**config.mk**
```make
export PLATFORM = sky130hd
export DESIGN_NAME = periodic_frame_health_monitor_unit
export DESIGN_NICKNAME = d
export VERILOG_FILES = /design/src/rtl/core/pfhm_pkg.sv /design/src/rtl/core/pfhm_cfg.sv /design/src/rtl/core/pfhm_engine.sv /design/src/rtl/core/periodic_frame_health_monitor_unit.sv
export SDC_FILE = /design/constraint.sdc
export NUM_CORES = 2
export LEC_CHECK = 0
export BUFFER_PORTS_ARGS = -buffer_cell sky130_fd_sc_hd__buf_2
export CAP_MARGIN = 20
export CELL_PAD_IN_SITES_DETAIL_PLACEMENT = 0
export CELL_PAD_IN_SITES_GLOBAL_PLACEMENT = 1
export CORE_ASPECT_RATIO = 0.7
export CORE_MARGIN = 2
export CORE_UTILIZATION = 45
export CTS_BUF_LIST = sky130_fd_sc_hd__clkbuf_16
export DETAILED_ROUTE_END_ITERATION = 12
export PLACE_DENSITY = 0.91
export SLEW_MARGIN = 20
export SYNTH_ARGS = -nofsm -noshare
export SYNTH_HDL_FRONTEND = slang
export SYNTH_SLANG_ARGS = --single-unit
```
**constraint.sdc**
```tcl
create_clock -name clk -period 27.8 [get_ports clk]
set_clock_uncertainty 0.15 [all_clocks]
set_input_delay 2.78 -clock clk [delete_from_list [all_inputs] [get_ports clk]]
set_output_delay 2.78 -clock clk [all_outputs]
set_load 0.01 [all_outputs]
```
**src/rtl/core/pfhm_pkg.sv**
```systemverilog
`default_nettype none

package pfhm_pkg;

  // item kinds carried on in_tuser
  localparam logic [2:0] OP_FRAME = 3'd0;
  localparam logic [2:0] OP_POLL  = 3'd1;
  localparam logic [2:0] OP_RXERR = 3'd2;
  localparam logic [2:0] OP_START = 3'd3;
  localparam logic [2:0] OP_STOP  = 3'd4;

  // configuration register indexes
  localparam int unsigned CFG_ADDR_W = 3;
  localparam int unsigned CFG_DATA_W = 16;
  localparam logic [CFG_ADDR_W-1:0] CFG_EXPECTED_ID     = 3'd0;
  localparam logic [CFG_ADDR_W-1:0] CFG_EXPECTED_PERIOD = 3'd1;
  localparam logic [CFG_ADDR_W-1:0] CFG_TOLERANCE       = 3'd2;
  localparam logic [CFG_ADDR_W-1:0] CFG_TIMEOUT         = 3'd3;
  localparam logic [CFG_ADDR_W-1:0] CFG_REJECT_EXT      = 3'd4;

  // register reset values
  localparam logic [10:0] RST_EXPECTED_ID     = 11'd256;
  localparam logic [15:0] RST_EXPECTED_PERIOD = 16'd100;
  localparam logic [15:0] RST_TOLERANCE       = 16'd20;
  localparam logic [15:0] RST_TIMEOUT         = 16'd500;
  localparam logic        RST_REJECT_EXT      = 1'b1;

  // only full eight byte frames carry a valid counter
  localparam logic [3:0] REQUIRED_LENGTH = 4'd8;

  localparam int unsigned IN_DATA_W  = 64;
  localparam int unsigned IN_USER_W  = 3;
  localparam int unsigned OUT_DATA_W = 280;

  typedef enum logic [2:0] {
    ST_STOPPED   = 3'd0,
    ST_WAITING   = 3'd1,
    ST_HEALTHY   = 3'd2,
    ST_TIMEOUT   = 3'd3,
    ST_PERIOD    = 3'd4,
    ST_COUNTER   = 3'd5,
    ST_MALFORMED = 3'd6,
    ST_IOERR     = 3'd7
  } state_t;

  typedef struct packed {
    logic [10:0] monitored_id;
    logic [15:0] expected_period_ms;
    logic [15:0] period_tolerance_ms;
    logic [15:0] timeout_ms;
    logic        reject_extended;
  } cfg_t;

  typedef struct packed {
    logic [2:0]  opcode;
    logic [31:0] now_ms;
    logic [10:0] frame_id;
    logic        frame_extended;
    logic [3:0]  frame_length;
    logic [7:0]  counter_low_byte;
    logic [7:0]  counter_high_byte;
  } item_t;

  typedef struct packed {
    state_t      monitor_state;
    logic        state_changed;
    logic        healthy;
    logic [31:0] last_gap_ms;
    logic [15:0] last_sequence;
    logic [31:0] frames_seen;
    logic [31:0] frames_ignored;
    logic [31:0] period_fault_count;
    logic [31:0] sequence_fault_count;
    logic [31:0] length_fault_count;
    logic [31:0] receive_fault_count;
    logic [31:0] age_ms;
  } result_t;

endpackage

`default_nettype wire

```
**src/rtl/core/pfhm_cfg.sv**
```systemverilog
`default_nettype none

module pfhm_cfg (
  input  wire logic                             clk,
  input  wire logic                             rst_n,
  input  wire logic                             cfg_we,
  input  wire logic [pfhm_pkg::CFG_ADDR_W-1:0]  cfg_addr,
  input  wire logic [pfhm_pkg::CFG_DATA_W-1:0]  cfg_wdata,
  output pfhm_pkg::cfg_t                        cfg
);

  pfhm_pkg::cfg_t cfg_r;
  pfhm_pkg::cfg_t cfg_nxt;

  // register write decode
  always_comb begin
    cfg_nxt = cfg_r;
    if (cfg_we) begin
      case (cfg_addr)
        pfhm_pkg::CFG_EXPECTED_ID:     cfg_nxt.monitored_id = cfg_wdata[10:0];
        pfhm_pkg::CFG_EXPECTED_PERIOD: cfg_nxt.expected_period_ms = cfg_wdata;
        pfhm_pkg::CFG_TOLERANCE:       cfg_nxt.period_tolerance_ms = cfg_wdata;
        pfhm_pkg::CFG_TIMEOUT:         cfg_nxt.timeout_ms = cfg_wdata;
        pfhm_pkg::CFG_REJECT_EXT:      cfg_nxt.reject_extended = cfg_wdata[0];
        default: ;
      endcase
    end
  end

  always_ff @(posedge clk) begin
    if (!rst_n) begin
      cfg_r.monitored_id        <= pfhm_pkg::RST_EXPECTED_ID;
      cfg_r.expected_period_ms  <= pfhm_pkg::RST_EXPECTED_PERIOD;
      cfg_r.period_tolerance_ms <= pfhm_pkg::RST_TOLERANCE;
      cfg_r.timeout_ms          <= pfhm_pkg::RST_TIMEOUT;
      cfg_r.reject_extended     <= pfhm_pkg::RST_REJECT_EXT;
    end else begin
      cfg_r <= cfg_nxt;
    end
  end

  assign cfg = cfg_r;

endmodule

`default_nettype wire

```
**src/rtl/core/pfhm_engine.sv**
```systemverilog
`default_nettype none

module pfhm_engine (
  input  wire logic       clk,
  input  wire logic       rst_n,
  input  wire logic       step,
  input  wire pfhm_pkg::item_t item,
  input  wire pfhm_pkg::cfg_t  cfg,
  output pfhm_pkg::result_t res
);

  // monitor state
  logic            run_r, run_nxt;
  pfhm_pkg::state_t state_r, state_nxt;
  logic [31:0]     start_r, start_nxt;
  logic [31:0]     last_rx_r, last_rx_nxt;
  logic [31:0]     meas_r, meas_nxt;
  logic [15:0]     prev_seq_r, prev_seq_nxt;
  logic            tv_r, tv_nxt;
  logic            sv_r, sv_nxt;
  logic            sync_r, sync_nxt;
  logic [31:0]     acc_r, acc_nxt;
  logic [31:0]     ign_r, ign_nxt;
  logic [31:0]     per_err_r, per_err_nxt;
  logic [31:0]     seq_err_r, seq_err_nxt;
  logic [31:0]     len_err_r, len_err_nxt;
  logic [31:0]     rx_err_r, rx_err_nxt;

  logic [15:0] seq;
  logic [31:0] gap;
  logic [31:0] age_pre;
  logic [15:0] lower_b;
  logic [16:0] upper_b;
  logic        id_match;
  logic        rebase;
  logic        gap_ok;
  logic        seq_ok;

  // frame decode and period window
  assign seq      = {item.counter_high_byte, item.counter_low_byte};
  assign gap      = item.now_ms - last_rx_r;
  assign age_pre  = item.now_ms - ((acc_r == 32'd0) ? start_r : last_rx_r);
  assign lower_b  = (cfg.expected_period_ms > cfg.period_tolerance_ms) ?
                    (cfg.expected_period_ms - cfg.period_tolerance_ms) : 16'd0;
  assign upper_b  = {1'b0, cfg.expected_period_ms} + {1'b0, cfg.period_tolerance_ms};
  assign id_match = !(item.frame_extended && cfg.reject_extended) &&
                    (item.frame_id == cfg.monitored_id);
  assign rebase   = sync_r && (!tv_r || (gap < {16'd0, lower_b}));
  assign gap_ok    = !tv_r || ((gap >= {16'd0, lower_b}) && (gap <= {15'd0, upper_b}));
  assign seq_ok    = !sv_r || (seq == (prev_seq_r + 16'd1));

  // single pass update for one item
  always_comb begin
    run_nxt      = run_r;
    state_nxt    = state_r;
    start_nxt    = start_r;
    last_rx_nxt  = last_rx_r;
    meas_nxt     = meas_r;
    prev_seq_nxt = prev_seq_r;
    tv_nxt       = tv_r;
    sv_nxt       = sv_r;
    sync_nxt     = sync_r;
    acc_nxt      = acc_r;
    ign_nxt      = ign_r;
    per_err_nxt  = per_err_r;
    seq_err_nxt  = seq_err_r;
    len_err_nxt  = len_err_r;
    rx_err_nxt   = rx_err_r;
    if (item.opcode == pfhm_pkg::OP_START) begin
      if (!run_r) begin
        run_nxt      = 1'b1;
        start_nxt    = item.now_ms;
        last_rx_nxt  = item.now_ms;
        meas_nxt     = 32'd0;
        prev_seq_nxt = 16'd0;
        tv_nxt       = 1'b0;
        sv_nxt       = 1'b0;
        sync_nxt     = 1'b1;
        acc_nxt      = 32'd0;
        ign_nxt      = 32'd0;
        per_err_nxt  = 32'd0;
        seq_err_nxt  = 32'd0;
        len_err_nxt  = 32'd0;
        rx_err_nxt   = 32'd0;
        state_nxt    = pfhm_pkg::ST_WAITING;
      end
    end else if (run_r) begin
      case (item.opcode)
        pfhm_pkg::OP_STOP: begin
          run_nxt   = 1'b0;
          state_nxt = pfhm_pkg::ST_STOPPED;
        end
        pfhm_pkg::OP_POLL: begin
          if ((age_pre > {16'd0, cfg.timeout_ms}) &&
              (state_r != pfhm_pkg::ST_TIMEOUT)) begin
            state_nxt = pfhm_pkg::ST_TIMEOUT;
            tv_nxt    = 1'b0;
            sv_nxt    = 1'b0;
          end
        end
        pfhm_pkg::OP_RXERR: begin
          rx_err_nxt = rx_err_r + 32'd1;
          state_nxt  = pfhm_pkg::ST_IOERR;
        end
        pfhm_pkg::OP_FRAME: begin
          if (!id_match) begin
            ign_nxt = ign_r + 32'd1;
          end else if (item.frame_length != pfhm_pkg::REQUIRED_LENGTH) begin
            len_err_nxt = len_err_r + 32'd1;
            state_nxt   = pfhm_pkg::ST_MALFORMED;
          end else begin
            prev_seq_nxt = seq;
            tv_nxt       = 1'b1;
            sv_nxt       = 1'b1;
            last_rx_nxt  = item.now_ms;
            acc_nxt      = acc_r + 32'd1;
            if (rebase) begin
              // startup sync: move the baseline, state unchanged
              meas_nxt = 32'd0;
            end else begin
              sync_nxt = 1'b0;
              if (tv_r) begin
                meas_nxt = gap;
              end
              if (!gap_ok) begin
                per_err_nxt = per_err_r + 32'd1;
              end
              if (!seq_ok) begin
                seq_err_nxt = seq_err_r + 32'd1;
              end
              if (!gap_ok) begin
                state_nxt = pfhm_pkg::ST_PERIOD;
              end else if (!seq_ok) begin
                state_nxt = pfhm_pkg::ST_COUNTER;
              end else begin
                state_nxt = pfhm_pkg::ST_HEALTHY;
              end
            end
          end
        end
        default: ;
      endcase
    end
  end

  // result fields from the updated state
  always_comb begin
    res.monitor_state        = state_nxt;
    res.state_changed        = (state_nxt != state_r);
    res.healthy              = run_nxt && (state_nxt == pfhm_pkg::ST_HEALTHY);
    res.last_gap_ms          = meas_nxt;
    res.last_sequence        = prev_seq_nxt;
    res.frames_seen          = acc_nxt;
    res.frames_ignored       = ign_nxt;
    res.period_fault_count   = per_err_nxt;
    res.sequence_fault_count = seq_err_nxt;
    res.length_fault_count   = len_err_nxt;
    res.receive_fault_count  = rx_err_nxt;
    res.age_ms = item.now_ms - ((acc_nxt == 32'd0) ? start_nxt : last_rx_nxt);
  end

  // state registers advance once per processed item
  always_ff @(posedge clk) begin
    if (!rst_n) begin
      run_r      <= 1'b0;
      state_r    <= pfhm_pkg::ST_STOPPED;
      start_r    <= 32'd0;
      last_rx_r  <= 32'd0;
      meas_r     <= 32'd0;
      prev_seq_r <= 16'd0;
      tv_r       <= 1'b0;
      sv_r       <= 1'b0;
      sync_r     <= 1'b0;
      acc_r      <= 32'd0;
      ign_r      <= 32'd0;
      per_err_r  <= 32'd0;
      seq_err_r  <= 32'd0;
      len_err_r  <= 32'd0;
      rx_err_r   <= 32'd0;
    end else if (step) begin
      run_r      <= run_nxt;
      state_r    <= state_nxt;
      start_r    <= start_nxt;
      last_rx_r  <= last_rx_nxt;
      meas_r     <= meas_nxt;
      prev_seq_r <= prev_seq_nxt;
      tv_r       <= tv_nxt;
      sv_r       <= sv_nxt;
      sync_r     <= sync_nxt;
      acc_r      <= acc_nxt;
      ign_r      <= ign_nxt;
      per_err_r  <= per_err_nxt;
      seq_err_r  <= seq_err_nxt;
      len_err_r  <= len_err_nxt;
      rx_err_r   <= rx_err_nxt;
    end
  end

  // stopped monitor always reports the stopped state
  a_stopped_state: assert property (@(posedge clk) disable iff (!rst_n)
    !run_r |-> (state_r == pfhm_pkg::ST_STOPPED))
    else $error("monitor not running but state is not stopped");

  // items other than start leave a stopped monitor stopped
  a_stopped_holds: assert property (@(posedge clk) disable iff (!rst_n)
    (step && !run_r && (item.opcode != pfhm_pkg::OP_START)) |=> !run_r)
    else $error("non-start item woke a stopped monitor");

endmodule

`default_nettype wire

```
**src/rtl/core/periodic_frame_health_monitor_unit.sv**
```systemverilog
`default_nettype none

// Supervises one periodic CAN frame: start/stop, timeout poll, receive error and received
// frame items come in on the in_ stream, and every item produces exactly one status
// transfer on the out_ stream (state, changed and healthy flags, last period, last rolling
// counter, age and six wrapping counters). One item is accepted per clock cycle while the
// out_ stream is not stalled; an item passes the input register, then the single-pass
// update logic into the result register, where the state update of each item completes,
// so consecutive items never wait on each other. Configuration registers are written
// through the cfg_ port and should only change while the stream is idle.
module periodic_frame_health_monitor_unit (
  input  wire logic                              clk,
  input  wire logic                              rst_n,
  // configuration write port
  input  wire logic                              cfg_we,
  input  wire logic [pfhm_pkg::CFG_ADDR_W-1:0]   cfg_addr,
  input  wire logic [pfhm_pkg::CFG_DATA_W-1:0]   cfg_wdata,
  // input stream
  input  wire logic                              in_tvalid,
  output      logic                              in_tready,
  // now_ms[31:0], frame_id[42:32], frame_extended[43], frame_length[47:44],
  // counter_low_byte[55:48], counter_high_byte[63:56]
  input  wire logic [pfhm_pkg::IN_DATA_W-1:0]    in_tdata,
  // opcode[2:0]
  input  wire logic [pfhm_pkg::IN_USER_W-1:0]    in_tuser,
  // result stream
  output      logic                              out_tvalid,
  input  wire logic                              out_tready,
  // monitor_state[2:0], state_changed[3], healthy[4], last_gap_ms[36:5],
  // last_sequence[52:37], frames_seen[84:53], frames_ignored[116:85],
  // period_fault_count[148:117], sequence_fault_count[180:149],
  // length_fault_count[212:181], receive_fault_count[244:213], age_ms[276:245],
  // zero [279:277]
  output      logic [pfhm_pkg::OUT_DATA_W-1:0]   out_tdata
);

  pfhm_pkg::cfg_t    cfg;
  pfhm_pkg::item_t   item_r;
  pfhm_pkg::result_t res;
  logic              item_vld_r;
  logic              advance;
  logic              out_vld_r;
  logic [pfhm_pkg::OUT_DATA_W-1:0] out_data_r;

  pfhm_cfg u_cfg (
    .clk       (clk),
    .rst_n     (rst_n),
    .cfg_we    (cfg_we),
    .cfg_addr  (cfg_addr),
    .cfg_wdata (cfg_wdata),
    .cfg       (cfg)
  );

  // item moves into the update stage when the result register is free
  assign advance   = item_vld_r && (!out_vld_r || out_tready);
  assign in_tready = !item_vld_r || advance;

  // input register
  always_ff @(posedge clk) begin
    if (!rst_n) begin
      item_vld_r <= 1'b0;
    end else if (in_tready) begin
      item_vld_r <= in_tvalid;
    end
  end

  always_ff @(posedge clk) begin
    if (in_tready && in_tvalid) begin
      item_r.opcode            <= in_tuser;
      item_r.now_ms            <= in_tdata[31:0];
      item_r.frame_id          <= in_tdata[42:32];
      item_r.frame_extended    <= in_tdata[43];
      item_r.frame_length      <= in_tdata[47:44];
      item_r.counter_low_byte  <= in_tdata[55:48];
      item_r.counter_high_byte <= in_tdata[63:56];
    end
  end

  pfhm_engine u_engine (
    .clk   (clk),
    .rst_n (rst_n),
    .step  (advance),
    .item  (item_r),
    .cfg   (cfg),
    .res   (res)
  );

  // result register
  always_ff @(posedge clk) begin
    if (!rst_n) begin
      out_vld_r <= 1'b0;
    end else if (advance) begin
      out_vld_r <= 1'b1;
    end else if (out_tready) begin
      out_vld_r <= 1'b0;
    end
  end

  always_ff @(posedge clk) begin
    if (advance) begin
      out_data_r <= {3'b000, res.age_ms, res.receive_fault_count, res.length_fault_count,
                     res.sequence_fault_count, res.period_fault_count, res.frames_ignored,
                     res.frames_seen, res.last_sequence, res.last_gap_ms, res.healthy,
                     res.state_changed, res.monitor_state};
    end
  end

  assign out_tvalid = out_vld_r;
  assign out_tdata  = out_data_r;

  // an item waiting behind a stalled result keeps its contents
  a_item_held: assert property (@(posedge clk) disable iff (!rst_n)
    (item_vld_r && !advance) |=> (item_vld_r && $stable(item_r)))
    else $error("pending item lost or changed while stalled");

  // no new transfer while both stages are full and the result is stalled
  a_full_stall: assert property (@(posedge clk) disable iff (!rst_n)
    (item_vld_r && out_vld_r && !out_tready) |-> !in_tready)
    else $error("input accepted with both stages full");

  // a stalled result is not overwritten
  a_result_held: assert property (@(posedge clk) disable iff (!rst_n)
    (out_vld_r && !out_tready) |=> (out_vld_r && $stable(out_data_r)))
    else $error("stalled result overwritten");

endmodule

`default_nettype wire
```
==> run metrics <==
P&R area growth vs syn 12.9%; crit start category register; area used by multi-input combinational logic 0.0200 mm^2; share of cells above drive strength 1 0.122; part of the power in registers 0.473; part of the cycle the worst path needs 0.349; element type at the critical path end register; Tot Pwr 2520 uW; unrepaired setup endpoints after global routing no; Primary FF master, synth dfxtp_1; critical path launch point item_r[22]$_DFFE_PP_; gr ovfl total 0; Cells after Synth 4400; DRT Pass-1 Iters 6; Tmin final 9.70 ns; FF-to-FF Start item_r[22]$_DFFE_PP_; CP arrival 9.93 ns; total track usage 0.252; setup bufs post-CTS 0; CTS tree yes; final core utilization 0.513; WL met2 48200 um; # IOs 373; first-pass GRT wire length 179000 um; Initial Utilization 0.454; RD Place Congestion 0.925; Final Hold Fails 0; Rel. slew slack 0.212; # diodes 0; Post-route DRC 0; asr flop ratio synth 0; clock root cell clkbuf_16; Filler Cell Count 8158; final slew viol count 0; Final nets 4928; Switching Power 709 uW; fmax 0.103 GHz; combinational group share of total power 0.145; Max Cap Violations 0; register area share after synthesis 0.454; top post-synthesis cells by area edfxtp_1 (26%), dfxtp_1 (19%), ha_1 (5.8%); met3 routed WL 10300 um; Post-DP Area 0.0419 mm^2; switching share of power 0.281; die height 251 um; die area 0.0895 mm^2; reg2reg setup slack 18.10 ns; Hold Path Class reg2reg; wire per inst 19.9 um; Crit path largest cell delay 0.84 ns; worst-path maximum fanout 31; Synth Register Bits 716; core area 0.0863 mm^2; die width 357 um; Setup Crit Path Kind reg2reg; YS warnings 0; Yosys cell types 90; placed wire-length estimate 82600 um; number of flops mapped to enable cells by yosys 344; vias 34333; Finish-stage setup viols 0; slowest CP cell nor4_1; syn_area_per_cell 8.91 um^2; H-tree depth 3; Post-Syn Area 0.0392 mm^2; initial antenna violation count 4; post-synth top area share 0.264; hold_sp u_engine.meas_r[2]$_SDFFE_PN0P_; IO buf count 369; Slew @ Worst Pin 1.17 ns; DRT Wirelength 117000 um; vias in the first global route 30860; Clock Sinks 716; CTS Buffer Depth 3; Cell Pwr Density 57.0 mW/mm^2; Clock transition at path regs 0.06 ns; final antenna-violating net count 0; area leader, netlist edfxtp_1; DRT met1 WL 55800 um; setup TNS 0 ns; VDD IR max 0.0432 mV; largest net degree at the start of global routing 170; Top Metal Used met4; WP data required 28.03 ns; Gates resized, CTS repair 0; vias per std cell 5.86; area occupied by registers 0.0178 mm^2; cts bufs inserted 74; CTS Hold Buffers Added 0; outcome completed; Initial DRC Count 3530; clock share of power 0.382; P_int 1810 uW; Top cell by count, worst path a21oi_1; P_leak 0.0163 uW; num rows 90; worst-skew pair later-pin latency 0.64 ns; post-route cell area 0.0442 mm^2
-- cells in the mapped netlist (42+ instances only) --
cell / n
inv_1: 143
a21oi_1: 306
nor3_1: 187
nand3_1: 230
o211ai_1: 56
a211oi_1: 42
nand4_1: 105
a22o_1: 62
o21ai_0: 226
nor2_1: 421
a21o_1: 58
dfxtp_1: 372
clkbuf_1: 194
xnor2_1: 81
o21a_1: 48
edfxtp_1: 344
mux2i_1: 94
ha_1: 182
nand2_1: 592
-- per-layer routing --
layer  track usage  vias up
met1         0.385    16409
met2         0.358     1231
met5             0        -
li1              -    16569
met4        0.0549        0
met3        0.0586      124
-- state kept, by name, indices dropped and copies added (netlist names) --
signal / cells
u_engine.ign_r: 32
u_engine.prev_seq_r: 16
u_engine.last_rx_r: 32
out_tdata: 277
u_engine.acc_r: 32
u_cfg.cfg: 60
u_engine.state_r: 3
item_r: 67
u_engine.start_r: 32
u_engine.run_r: 1
u_engine.per_err_r: 32
u_engine.len_err_r: 32
out_tvalid: 1
u_engine.rx_err_r: 32
u_engine.sync_r: 1
u_engine.tv_r: 1
u_engine.meas_r: 32
u_engine.seq_err_r: 32
item_vld_r: 1
-- cell type report --
class / instances / share of cell area
Multi-Input combinational cell: 3303 / 0.452
Sequential cell: 716 / 0.402
Timing Repair Buffer: 410 / 0.0491
Clock buffer: 75 / 0.0424
Tap cell: 1150 / 0.0325
Inverter: 145 / 0.0126
Clock inverter: 61 / 0.00922
-- worst max-delay path: cells and delay by family (launching register included) --
family                   cells  cell delay (ns)
adder cells (fa/ha/maj)      2             0.44
XOR/XNOR                     2             0.24
flip-flops                   1             0.38
AO/OA/AOI/OAI               14             3.71
AND/OR/NAND/NOR             10             4.51
-- final timing paths --
path / cells after the start / end
worst max-delay path: 28 / out_tdata[275]$_DFFE_PP_
worst min register to register: 2 / u_engine.meas_r[2]$_SDFFE_PN0P_
worst min-delay path: 2 / u_engine.meas_r[2]$_SDFFE_PN0P_
worst max register to register: 28 / out_tdata[275]$_DFFE_PP_
-- cell usage in the layout (no fill, tap or decap), types with 34 or more instances in the layout --
cell         n
and3_1      38
a211oi_1    42
inv_1      160
or3_1       40
o21a_1      48
buf_2      369
ha_1       182
a21oi_1    306
nor2_1     415
xnor2_1     81
o211ai_1    56
buf_4       39
a22o_1      62
mux2i_1     94
a21o_1      58
edfxtp_1   344
nand2_1    591
xor2_1      40
nand3_1    230
nor3_1     185
nand4_1    105
o22a_1      34
clkbuf_16   75
o21ai_0    226
dfxtp_1    372
-- stage by stage --
step,hold WS (ns),instances,worst slack [ns]
after CTS,0.310,5860,18.14
after global placement,0.285,5723,18.30
final,0.307,5860,18.10
after floorplan,0.275,4402,15.44
after detailed placement,0.294,5724,18.15
after global routing,0.333,5860,17.31
-- kinds of logic after synthesis --
logic type                 synth area share
and+or+nand+nor                       0.220
AOI/OAI and AO/OA                     0.174
DFF                                   0.454
buffers and inverters                0.0387
adders and majority gates            0.0607
xor gates and xnor gates             0.0270
muxes                                0.0260
other                             0.0000957
-- power groups by stage --
stage	combinational (uW)	clock, uW	sequential [uW]
after detailed placement	358	0	1220
after global routing	402	1020	1200
after CTS	361	983	1190
final	366	963	1190
after floorplan	236	0	1220
after global placement	352	0	1210
(Power assumes the default switching activity.)
